`config.mk`:
```
export PLATFORM = sky130hd
export DESIGN_NAME = ipv4_header_validator_top
export DESIGN_NICKNAME = d
export VERILOG_FILES = /design/src/rtl/core/ipv4hv_pkg.sv /design/src/rtl/core/ipv4_header_validator_top.sv /design/src/rtl/core/ipv4hv_tracker.sv
export SDC_FILE = /design/constraint.sdc
export NUM_CORES = 1
export LEC_CHECK = 0
export ABC_AREA = 1
export BUFFER_PORTS_ARGS = -buffer_cell sky130_fd_sc_hd__buf_2
export CAP_MARGIN = 15
export CORE_AREA = 8 8 161 163
export DETAILED_ROUTE_END_ITERATION = 8
export DIE_AREA = 0 0 169 171
export GPL_TIMING_DRIVEN = 0
export HOLD_SLACK_MARGIN = 0.02
export PLACE_DENSITY = 0.82
export SYNTH_ARGS = -nofsm -noshare
export SYNTH_HDL_FRONTEND = slang
export SYNTH_SLANG_ARGS = --single-unit
```
`constraint.sdc`:
```
create_clock -name clk -period 6.5 [get_ports clk]
set_input_delay 0.325 -clock clk [delete_from_list [all_inputs] [get_ports clk]]
set_output_delay 0.325 -clock clk [all_outputs]
set_load 0.01 [all_outputs]
```
`src/rtl/core/ipv4hv_pkg.sv`:
```
// Shared types and constants for the IPv4 header validator.
package ipv4hv_pkg;

    // Verdict codes.
    localparam logic [2:0] STATUS_ACCEPT      = 3'd0;
    localparam logic [2:0] STATUS_TOO_SHORT   = 3'd1;
    localparam logic [2:0] STATUS_BAD_VERSION = 3'd2;
    localparam logic [2:0] STATUS_BAD_HLEN    = 3'd3;
    localparam logic [2:0] STATUS_BAD_TLEN    = 3'd4;
    localparam logic [2:0] STATUS_BAD_CSUM    = 3'd5;
    localparam logic [2:0] STATUS_NOT_FOR_US  = 3'd6;
    localparam logic [2:0] STATUS_UNKNOWN_PRO = 3'd7;

    // Protocol classes.
    localparam logic [1:0] CLASS_ICMP = 2'd0;
    localparam logic [1:0] CLASS_UDP  = 2'd1;
    localparam logic [1:0] CLASS_TCP  = 2'd2;

    // IP protocol numbers.
    localparam logic [7:0] PROTO_ICMP = 8'd1;
    localparam logic [7:0] PROTO_TCP  = 8'd6;
    localparam logic [7:0] PROTO_UDP  = 8'd17;

    localparam logic [3:0]  IPV4_VER       = 4'd4;
    localparam logic [5:0]  MIN_HEADER     = 6'd20;
    localparam logic [31:0] BROADCAST_ADDR = 32'hFFFF_FFFF;

    // Byte positions of header fields.
    localparam logic [5:0] POS_VER_IHL  = 6'd0;
    localparam logic [5:0] POS_TLEN_HI  = 6'd2;
    localparam logic [5:0] POS_TLEN_LO  = 6'd3;
    localparam logic [5:0] POS_PROTOCOL = 6'd9;
    localparam logic [5:0] POS_CSUM_HI  = 6'd10;
    localparam logic [5:0] POS_CSUM_LO  = 6'd11;
    localparam logic [5:0] POS_DST_LO   = 6'd16;
    localparam logic [5:0] POS_DST_HI   = 6'd19;

    // Header fields and running checksum as seen after the current word.
    typedef struct packed {
        logic [3:0]  version;
        logic [5:0]  header_bytes;
        logic [15:0] total_length;
        logic [15:0] stored_checksum;
        logic [7:0]  protocol;
        logic [31:0] destination;
        logic [15:0] sum;
    } pkt_view_t;

endpackage

```
`src/rtl/core/ipv4_header_validator_top.sv`:
```
// Top level of the IPv4 header validator: word intake, verdict and result register.
// The verdict is loaded into the result register when the word carrying tlast leaves the input register.
// Throughput: one word per cycle through the input register and the result register.
// A result held by a stalled consumer stalls intake only once the next final word
// sits in the input register.
// Reset (rst_n, asynchronous) clears all packet state, the local address and both valids.
module ipv4_header_validator_top #(
    parameter int LENGTH_BITS = 16
) (
    input  logic        clk,
    input  logic        rst_n,
    input  logic        cfg_wen,
    input  logic [31:0] cfg_wdata,     // local_address
    input  logic        s_tvalid,
    output logic        s_tready,
    input  logic [7:0]  s_tdata,       // data_byte[7:0]
    input  logic        s_tlast,       // last
    output logic        m_tvalid,
    input  logic        m_tready,
    output logic [31:0] m_tdata        // status[2:0], protocol_class[4:3],
                                       // header_length[10:5], payload byte count[26:11]
);

    logic [31:0] local_address_reg;

    logic       in_valid_reg;
    logic [7:0] in_byte_reg;
    logic       in_last_reg;

    logic        out_valid_reg;
    logic [2:0]  status_reg;
    logic [1:0]  class_reg;
    logic [5:0]  hlen_reg;
    logic [15:0] payload_reg;

    logic out_free;
    logic proc;

    logic [LENGTH_BITS-1:0] count;
    logic [LENGTH_BITS-1:0] count_next;
    ipv4hv_pkg::pkt_view_t  view_next;

    logic [15:0] n16;
    logic [15:0] hb16;
    logic [2:0]  status_next;
    logic [1:0]  class_next;
    logic [15:0] payload_next;

    // Handshake: a final word waits only for room in the result register.
    assign out_free = !out_valid_reg || m_tready;
    assign proc     = in_valid_reg && (!in_last_reg || out_free);
    assign s_tready = !in_valid_reg || proc;

    // Configuration register.
    always_ff @(posedge clk or negedge rst_n)
    begin
        if (!rst_n)
            local_address_reg <= '0;
        else if (cfg_wen)
            local_address_reg <= cfg_wdata;
    end

    // Input register.
    always_ff @(posedge clk or negedge rst_n)
    begin
        if (!rst_n)
            in_valid_reg <= 1'b0;
        else if (s_tready)
            in_valid_reg <= s_tvalid;
    end

    always_ff @(posedge clk)
    begin
        if (s_tready && s_tvalid)
        begin
            in_byte_reg <= s_tdata;
            in_last_reg <= s_tlast;
        end
    end

    ipv4hv_tracker #(
        .LENGTH_BITS (LENGTH_BITS)
    ) u_tracker (
        .clk        (clk),
        .rst_n      (rst_n),
        .take       (proc),
        .data_byte  (in_byte_reg),
        .last       (in_last_reg),
        .count      (count),
        .count_next (count_next),
        .view_next  (view_next)
    );

    assign n16  = 16'(count_next);
    assign hb16 = 16'(view_next.header_bytes);

    // Verdict: the first failing check wins.
    always_comb
    begin
        class_next = ipv4hv_pkg::CLASS_ICMP;
        if (n16 < 16'(ipv4hv_pkg::MIN_HEADER))
            status_next = ipv4hv_pkg::STATUS_TOO_SHORT;
        else if (view_next.version != ipv4hv_pkg::IPV4_VER)
            status_next = ipv4hv_pkg::STATUS_BAD_VERSION;
        else if (view_next.header_bytes < ipv4hv_pkg::MIN_HEADER)
            status_next = ipv4hv_pkg::STATUS_BAD_HLEN;
        else if (view_next.total_length < hb16)
            status_next = ipv4hv_pkg::STATUS_BAD_TLEN;
        else if (n16 < hb16)
            status_next = ipv4hv_pkg::STATUS_TOO_SHORT;
        else if (~view_next.sum != view_next.stored_checksum)
            status_next = ipv4hv_pkg::STATUS_BAD_CSUM;
        else if (view_next.destination != local_address_reg &&
                 view_next.destination != ipv4hv_pkg::BROADCAST_ADDR)
            status_next = ipv4hv_pkg::STATUS_NOT_FOR_US;
        else if (view_next.protocol == ipv4hv_pkg::PROTO_ICMP)
            status_next = ipv4hv_pkg::STATUS_ACCEPT;
        else if (view_next.protocol == ipv4hv_pkg::PROTO_UDP)
        begin
            status_next = ipv4hv_pkg::STATUS_ACCEPT;
            class_next  = ipv4hv_pkg::CLASS_UDP;
        end
        else if (view_next.protocol == ipv4hv_pkg::PROTO_TCP)
        begin
            status_next = ipv4hv_pkg::STATUS_ACCEPT;
            class_next  = ipv4hv_pkg::CLASS_TCP;
        end
        else
            status_next = ipv4hv_pkg::STATUS_UNKNOWN_PRO;
    end

    assign payload_next = (n16 > hb16) ? (n16 - hb16) : 16'd0;

    // Result register.
    always_ff @(posedge clk or negedge rst_n)
    begin
        if (!rst_n)
            out_valid_reg <= 1'b0;
        else if (proc && in_last_reg)
            out_valid_reg <= 1'b1;
        else if (m_tready)
            out_valid_reg <= 1'b0;
    end

    always_ff @(posedge clk)
    begin
        if (proc && in_last_reg)
        begin
            status_reg  <= status_next;
            class_reg   <= class_next;
            hlen_reg    <= view_next.header_bytes;
            payload_reg <= payload_next;
        end
    end

    assign m_tvalid = out_valid_reg;
    assign m_tdata  = {5'd0, payload_reg, hlen_reg, class_reg, status_reg};

    // Checks on the verdict logic.
    a_accept_hlen: assert property (@(posedge clk) disable iff (!rst_n)
        (m_tvalid && status_reg == ipv4hv_pkg::STATUS_ACCEPT) |->
            hlen_reg >= ipv4hv_pkg::MIN_HEADER)
        else $error("accepted packet with short header");

    a_drop_class: assert property (@(posedge clk) disable iff (!rst_n)
        (m_tvalid && status_reg != ipv4hv_pkg::STATUS_ACCEPT) |->
            class_reg == ipv4hv_pkg::CLASS_ICMP)
        else $error("dropped packet carries a protocol class");

    a_clear_after_last: assert property (@(posedge clk) disable iff (!rst_n)
        (proc && in_last_reg) |=> count == '0)
        else $error("byte count not cleared after final word");

    a_final_fills_result: assert property (@(posedge clk) disable iff (!rst_n)
        (proc && in_last_reg) |=> out_valid_reg)
        else $error("final word did not produce a result");

endmodule

```
`src/rtl/core/ipv4hv_tracker.sv`:
```
// Per-packet header field capture and running ones'-complement checksum.
module ipv4hv_tracker #(
    parameter int LENGTH_BITS = 16
) (
    input  logic                      clk,
    input  logic                      rst_n,
    input  logic                      take,
    input  logic [7:0]                data_byte,
    input  logic                      last,
    output logic [LENGTH_BITS-1:0]    count,
    output logic [LENGTH_BITS-1:0]    count_next,
    output ipv4hv_pkg::pkt_view_t     view_next
);

    localparam logic [LENGTH_BITS-1:0] COUNT_MAX = {LENGTH_BITS{1'b1}};

    logic [LENGTH_BITS-1:0] count_reg;
    logic [7:0]             hold_reg;
    logic [7:0]             hold_next;
    ipv4hv_pkg::pkt_view_t  view_reg;

    logic       pos_small;
    logic [5:0] pos6;
    logic [7:0] sum_byte;
    logic [16:0] sum_wide;
    logic       in_header;

    assign count     = count_reg;
    assign pos_small = (count_reg[LENGTH_BITS-1:6] == '0);
    assign pos6      = count_reg[5:0];

    // Saturating byte counter.
    assign count_next = (count_reg == COUNT_MAX) ? count_reg : count_reg + 1'b1;

    // Field capture and checksum update for the current word.
    always_comb
    begin
        view_next = view_reg;
        hold_next = hold_reg;
        sum_byte  = data_byte;
        sum_wide  = '0;
        if (pos_small)
        begin
            if (pos6 == ipv4hv_pkg::POS_VER_IHL)
            begin
                view_next.version      = data_byte[7:4];
                view_next.header_bytes = {data_byte[3:0], 2'b00};
            end
            else if (pos6 == ipv4hv_pkg::POS_TLEN_HI)
                view_next.total_length[15:8] = data_byte;
            else if (pos6 == ipv4hv_pkg::POS_TLEN_LO)
                view_next.total_length[7:0] = data_byte;
            else if (pos6 == ipv4hv_pkg::POS_PROTOCOL)
                view_next.protocol = data_byte;
            else if (pos6 == ipv4hv_pkg::POS_CSUM_HI)
            begin
                view_next.stored_checksum[15:8] = data_byte;
                sum_byte = 8'd0;
            end
            else if (pos6 == ipv4hv_pkg::POS_CSUM_LO)
            begin
                view_next.stored_checksum[7:0] = data_byte;
                sum_byte = 8'd0;
            end
            else if (pos6 >= ipv4hv_pkg::POS_DST_LO && pos6 <= ipv4hv_pkg::POS_DST_HI)
                view_next.destination = {view_reg.destination[23:0], data_byte};
        end

        // Only bytes inside the declared header enter the checksum.
        in_header = pos_small && (pos6 < view_next.header_bytes);
        if (in_header)
        begin
            if (!pos6[0])
                hold_next = sum_byte;
            else
            begin
                sum_wide = {1'b0, view_reg.sum} + {1'b0, hold_reg, sum_byte};
                view_next.sum = sum_wide[15:0] + {15'd0, sum_wide[16]};
            end
        end
    end

    // State registers; a final word clears the packet state.
    always_ff @(posedge clk or negedge rst_n)
    begin
        if (!rst_n)
        begin
            count_reg <= '0;
            hold_reg  <= '0;
            view_reg  <= '0;
        end
        else if (take)
        begin
            if (last)
            begin
                count_reg <= '0;
                hold_reg  <= '0;
                view_reg  <= '0;
            end
            else
            begin
                count_reg <= count_next;
                hold_reg  <= hold_next;
                view_reg  <= view_next;
            end
        end
    end

endmodule

```
### After elaboration in Yosys (flattened, before gate mapping)

Cells that the tools add are included.

* bits in registers: 192
* bits of input ports: 46
* output and inout port bits: 34

* add/sub/neg operators: 4
* order comparisons: 8
* equality and inequality tests: 14
* muxes and demuxes: 44
* bitwise operators: 1
* reduce and logical (&&, ||, !) cells: 20

Operator list (count)
* $mux 32: 4
* $mux 8: 16
* $mux 98: 1
* $mux 82: 1
* $mux 16: 5
* $mux 72: 1
* $mux 64: 1
* $mux 56: 1
* $lt 16x6->1: 2
* $ne 32x32->1: 1
* $ne 32x32->1 const B: 1
* $mux 3: 7
* $eq 6x4->1 const B: 3
* $add 16x16->17: 1
* $add 16x1->16: 1
* $add 16x1->16 const B: 1
* $eq 16x16->1 const B: 1
* $gt 16x6->1: 1
* $lt 16x5->1 const B: 1
* $ne 16x16->1: 1
* $not 16->16: 1
* $sub 16x6->16: 1
* $eq 6x2->1 const B: 2
* $logic_not 10->1: 1
* other kinds (21): 35

### Longest topological paths before layout

* depth after elaboration: 20
* mapped depth: 45
* mapped depth without buffers: 43

### By module

Synthesis repeated with hierarchy kept, for this count alone.

* cell total of the unflattened synthesis: 1623
* area total of the unflattened synthesis: 12280.5 sq um

Modules (own cells, without submodules)
* ipv4hv_tracker: times used 1, cells each 1154, area an instance 8061.5 sq um
* ipv4_header_validator_top: times used 1, cells each 469, area an instance 4219.0 sq um

### Worst setup path before layout

OpenSTA, ideal clock, no wires.

* path kind: flip-flop to flip-flop
* start: register u_tracker.count_reg[0], in the netlist u_tracker.count[0]
* end: register status_reg[0], data pin
* data arrival time: 5.161 ns
* data required time: 6.247 ns
* slack: 1.086 ns
* stages on the path, launching flop included: 39
* buffers on the path: 2
* path through: dfrtp_1 inv_2 clkbuf_1 ha_1 nand2_1 nor2_1 inv_1 a211oi_1 clkbuf_1 nor2_1 ha_1 nand2_1 nor2_1 and2_1 nand2_1 nand2_1 a21oi_1 o21bai_1 [... 3 more ...] nor2_1 nand2_1 nor2_1 nand3_2 nor2_1 nand3_1 nand2_1 nand3_1 nand3_1 nand2_1 nor2_1 nand3_1 nor2_1 nand3_1 nand2_1 nand2_1 nand2_1 nand2_1

* cells in the longest elaborated chain, start to end: 19
* elaborated cells on any way between the ends: 63
* classes of those cells: add/sub: 3; order compare: 7; eq/ne: 13; mux: 35; bitwise: 1; reduce/logical: 4

Ends and longest elaborated chain
* start, declared: line ipv4hv_tracker.sv:17 `logic [LENGTH_BITS-1:0] count_reg;`
* start signal, assigned: line ipv4hv_tracker.sv:102 `count_reg <= count_next;`
* $eq 6x4->1: line ipv4hv_tracker.sv:60 `else if (pos6 == ipv4hv_pkg::POS_CSUM_LO)`
* $mux 8: line ipv4hv_tracker.sv:60
* $mux 8: line ipv4hv_tracker.sv:55 `else if (pos6 == ipv4hv_pkg::POS_CSUM_HI)`
* $mux 8: line ipv4hv_tracker.sv:53 `else if (pos6 == ipv4hv_pkg::POS_PROTOCOL)`
* $mux 8: line ipv4hv_tracker.sv:51 `else if (pos6 == ipv4hv_pkg::POS_TLEN_LO)`
* $mux 8: line ipv4hv_tracker.sv:49 `else if (pos6 == ipv4hv_pkg::POS_TLEN_HI)`
* $mux 8: line ipv4hv_tracker.sv:44 `if (pos6 == ipv4hv_pkg::POS_VER_IHL)`
* $mux 8: line ipv4hv_tracker.sv:42 `if (pos_small)`
* [... 3 more ...]
* $mux 16: line ipv4hv_tracker.sv:71 `if (in_header)`
* $not 16->16: line ipv4_header_validator_top.sv:111 `else if (~view_next.sum != view_next.stored_checksum)`
* $ne 16x16->1: line ipv4_header_validator_top.sv:111
* $mux 3: line ipv4_header_validator_top.sv:111
* $mux 3: line ipv4_header_validator_top.sv:109 `else if (n16 < hb16)`
* $mux 3: line ipv4_header_validator_top.sv:107 `else if (view_next.total_length < hb16)`
* $mux 2: line ipv4_header_validator_top.sv:105 `else if (view_next.header_bytes < ipv4hv_pkg::MIN_HEADER)`
* $mux 2: line ipv4_header_validator_top.sv:103 `else if (view_next.version != ipv4hv_pkg::IPV4_VER)`
* end signal, assigned: line ipv4_header_validator_top.sv:149 `status_reg <= status_next;`
* end, declared: line ipv4_header_validator_top.sv:31 `logic [2:0] status_reg;`

Several ways; a longest one is shown, not always the timed one.
A chain may end at the register's enable or synchronous reset.

### Worst setup path after layout

Same ends and word-level chain as after synthesis.

==> results_tabular.tex <==
\begin{tabular}{lr}
\hline
Metric & Value \\
\hline
\multicolumn{2}{l}{\textbf{Outcome}} \\
Result of the run & complete, no violations \\
\multicolumn{2}{l}{\textbf{Die}} \\
Core outline area & between 20000 and 25000 sq um \\
Boundary Pins & 80 \\
Starting utilization of the core area & 0.541 \\
Die area & 28900 sq um \\
Cell Rows & 56 \\
Overall die height & around 170 um \\
DIE WIDTH & 169 um \\
\multicolumn{2}{l}{\textbf{Layout}} \\
Flip-flop count of the largest register after layout & 98 \\
Ant. Diodes & 0 \\
Area growth syn-to-layout & 12.2\% \\
Fraction of final layout cells sized beyond drive strength 1 & 0.125 \\
Most common cell after layout, fill and taps aside & nand2\_1 \\
Highest-count cells in the layout ignoring fill and taps & 484 x nand2\_1, 252 x inv\_1, 155 x dfrtp\_1 \\
Post-route non-filler standard cell count & about 2100 \\
Final net count & between 1500 and 2000 \\
\multicolumn{2}{l}{\textbf{Timing}} \\
Worst slew pin tran & between 700 and 800 ps \\
Max Fclk & between 150 and 200 MHz \\
Number of pins with negative max-slew slack in the final report & 0 \\
Total count of hold-check failures in the final report & 0 \\
Clock skew after layout & approximately 14 ps \\
Setup-failing EPs final & 0 \\
Final critical path time including I/O delays and setup & roughly 6000 ps \\
Slew Limit Headroom & 0.524 \\
Final worst path period share & 0.922 \\
\multicolumn{2}{l}{\textbf{Power and ir drop}} \\
Leakage power total & roughly 7.2 nW \\
Worst voltage drop across the vdd grid & roughly 180 uV \\
Total chip power & approximately 4.5 mW \\
Power Density & approximately 320 nW/um\^{}2 \\
\multicolumn{2}{l}{\textbf{Worst setup path}} \\
Worst Path Max Fanout & 13 \\
Setup crit end kind & flip-flop \\
Critical setup path kind & reg -> reg \\
CP most frequent cell & nand2\_1 \\
CP arrival & between 6000 and 7000 ps \\
Reg2Reg Depth & 36 \\
Startpoint type of the worst setup path & flip-flop \\
Cell with the largest stage delay on the worst path & dfrtp\_2 \\
Data required time at the worst endpoint & approximately 6700 ps \\
Delay of the slowest cell on the worst path & around 480 ps \\
\multicolumn{2}{l}{\textbf{Placed design}} \\
Weighted congestion at the end of routability-driven global placement & a little under 1 \\
Placed cells & 2110 \\
Buffers added on ports & 73 \\
Detailed placement HPWL & $\sim$27 mm \\
\multicolumn{2}{l}{\textbf{Route}} \\
Wire length per cell & around 17 um \\
Overall via count from detail\_route & roughly 12000 \\
Post-detailed-route count of antenna-violating nets & 0 \\
TritonRoute pass-1 iters & 6 \\
1st-iter DRT viols & 1208 \\
Average via count per standard cell & 5.68 \\
DRT Wirelength & between 30 and 40 mm \\
Number of remaining DRC errors & 0 \\
\multicolumn{2}{l}{\textbf{Global route}} \\
Global-route wire length before repair & 59.0 mm \\
Total global-route track usage & 0.254 \\
Total global routing overflow & 0 \\
Maximum number of pins on one net before global-route repair & $\sim$110 \\
Antenna violations before repair & 0 \\
Vias in the first global route & between 10000 and 15000 \\
\multicolumn{2}{l}{\textbf{Clock tree}} \\
TritonCTS sink count & $\sim$190 \\
Buffer cell driving the clock tree root & clkbuf\_16 \\
Maximum clock path buffer count & 2 \\
Clock slew at the register clock pins of the worst setup and hold paths & approximately 80 ps \\
Clock tree from TritonCTS & built \\
H-tree depth & 4 \\
Total CTS buffers & 17 \\
Worst-skew pair later-pin latency & between 400 and 500 ps \\
\multicolumn{2}{l}{\textbf{Job}} \\
Count of max-cap constraint violations & 0 \\
\multicolumn{2}{l}{\textbf{Synthesis}} \\
Unique masters post-synth & 53 \\
Yosys warning total & 0 \\
Synthesized instance count & roughly 1700 \\
Post-synth design cell area & about 13000 sq um \\
Share of the yosys chip area belonging to registers & 0.396 \\
Average cell area after synthesis & between 7 and 8 sq um \\
Synthesis-stage register bit count & approximately 190 \\
\multicolumn{2}{l}{\textbf{Min path}} \\
Path class of the lowest-slack min-delay path & in -> reg \\
Cell depth of the worst hold path & 1 \\
\hline
\end{tabular}
## through the flow
step           hold slack (ps)  utilization  area (sq um)  TNS, ps  worst slack [ps]
2_1_floorplan             29.4            -         12600        0              1090
3_3_place_gp               461        0.575         13400    -3330              -790
3_5_place_dp               240        0.576         13400    -4120              -944
4_1_cts                   47.5        0.603         14000        0              19.1
5_1_grt                   35.8        0.607         14100    -5.28             -5.28
6_report                  48.0        0.607         14100        0               510
## cells in the mapped netlist, drive strengths merged
| cell type | n | area (sq um) |
|---|---|---|
| nor2 | 116 | 517 |
| or3 | 1 | 6.26 |
| nor3 | 20 | 138 |
| clkinv | 2 | 7.51 |
| xor2 | 40 | 358 |
| conb | 1 | 3.75 |
| and2 | 3 | 18.8 |
| o311ai | 1 | 8.76 |
| nor4 | 14 | 93.8 |
| fa | 2 | 40.0 |
| a21oi | 31 | 155 |
| or2 | 7 | 43.8 |
| o22ai | 90 | 563 |
| mux2 | 17 | 191 |
| clkbuf | 38 | 143 |
| nand3b | 4 | 30.0 |
| nand2 | 495 | 1900 |
| dfrtp | 156 | 3900 |
| o21bai | 1 | 7.51 |
| nand3 | 116 | 618 |
| ha | 40 | 500 |
| a31oi | 1 | 6.26 |
| o21a | 9 | 67.6 |
| buf | 21 | 160 |
| inv | 267 | 1000 |
| nor3b | 1 | 7.51 |
| o32ai | 7 | 61.3 |
| edfxtp | 36 | 1080 |
| a21boi | 1 | 7.51 |
| o21ai | 148 | 771 |
| nand4 | 25 | 163 |
| a211oi | 2 | 20.0 |
## worst max-delay path: cells and delay by family (launching register included)
family / cells / cell delay, ps
AND/OR/NAND/NOR: 26 / 3100
adder cells (fa/ha/maj): 4 / 1000
AO/OA/AOI/OAI: 3 / 740
flip-flops: 1 / 480
buffers and inverters: 3 / 390
## power by group
part	internal (mW)	total (mW)	switching (mW)
combinational	0.607	1.90	1.29
sequential	1.38	1.49	0.117
clock	0.549	1.07	0.521
## final cells by class
cell class,count,area (sq um)
Sequential cell,192,4990
Tap cell,319,399
Clock inverter,15,173
Inverter,269,1020
Fill cell,2063,9140
Timing Repair Buffer,81,478
Multi-Input combinational cell,1198,6360
Clock buffer,17,425
Buffer,56,292
## path summary, 6_finish.rpt
kind	start	to	slack [ps]
worst max-delay path	u_tracker.count[0]$_DFFE_PN0P_	status_reg[0]$_SDFFCE_PP1P_	510
worst min-delay path	s_tdata[2]	in_byte_reg[2]$_DFFE_PP_	50
worst max register to register	u_tracker.count[0]$_DFFE_PN0P_	status_reg[0]$_SDFFCE_PP1P_	510
worst min register to register	u_tracker.view_reg[94]$_DFFE_PN0P_	u_tracker.view_reg[94]$_DFFE_PN0P_	490
max in group asynchronous	rst_n	u_tracker.view_reg[70]$_DFFE_PN0P_	5250
min in group asynchronous	rst_n	local_address_reg[4]$_DFFE_PN0P_	350
## what timing repair did
item | in CTS | in global routing
cloned | 0 | 1
endpoints found under the hold margin | 44 | 0
gates resized for setup | 5 | 11
setup buffers | 0 | 5
pin swaps | 0 | 3
hold buffers | 1 | 0
endpoints found under the setup margin | 5 | 5
## routing by layer
layer  track usage  wire, um  up-vias
li1              -         -     5798
met1         0.324     14900     5715
met2         0.413     16700      572
met3        0.0562      3400      103
met4         0.109      1380        0
met5             0         0        -
## logic make-up after synthesis
family,share of synthesized area
multiplexers,0.0152
XOR/XNOR,0.0284
other,0.000298
AND/OR/NAND/NOR,0.280
adder cells (fa/ha/maj),0.0429
AO/OA/AOI/OAI,0.132
buffers and inverters,0.104
flip-flops,0.396
(Power assumes the default switching activity.)
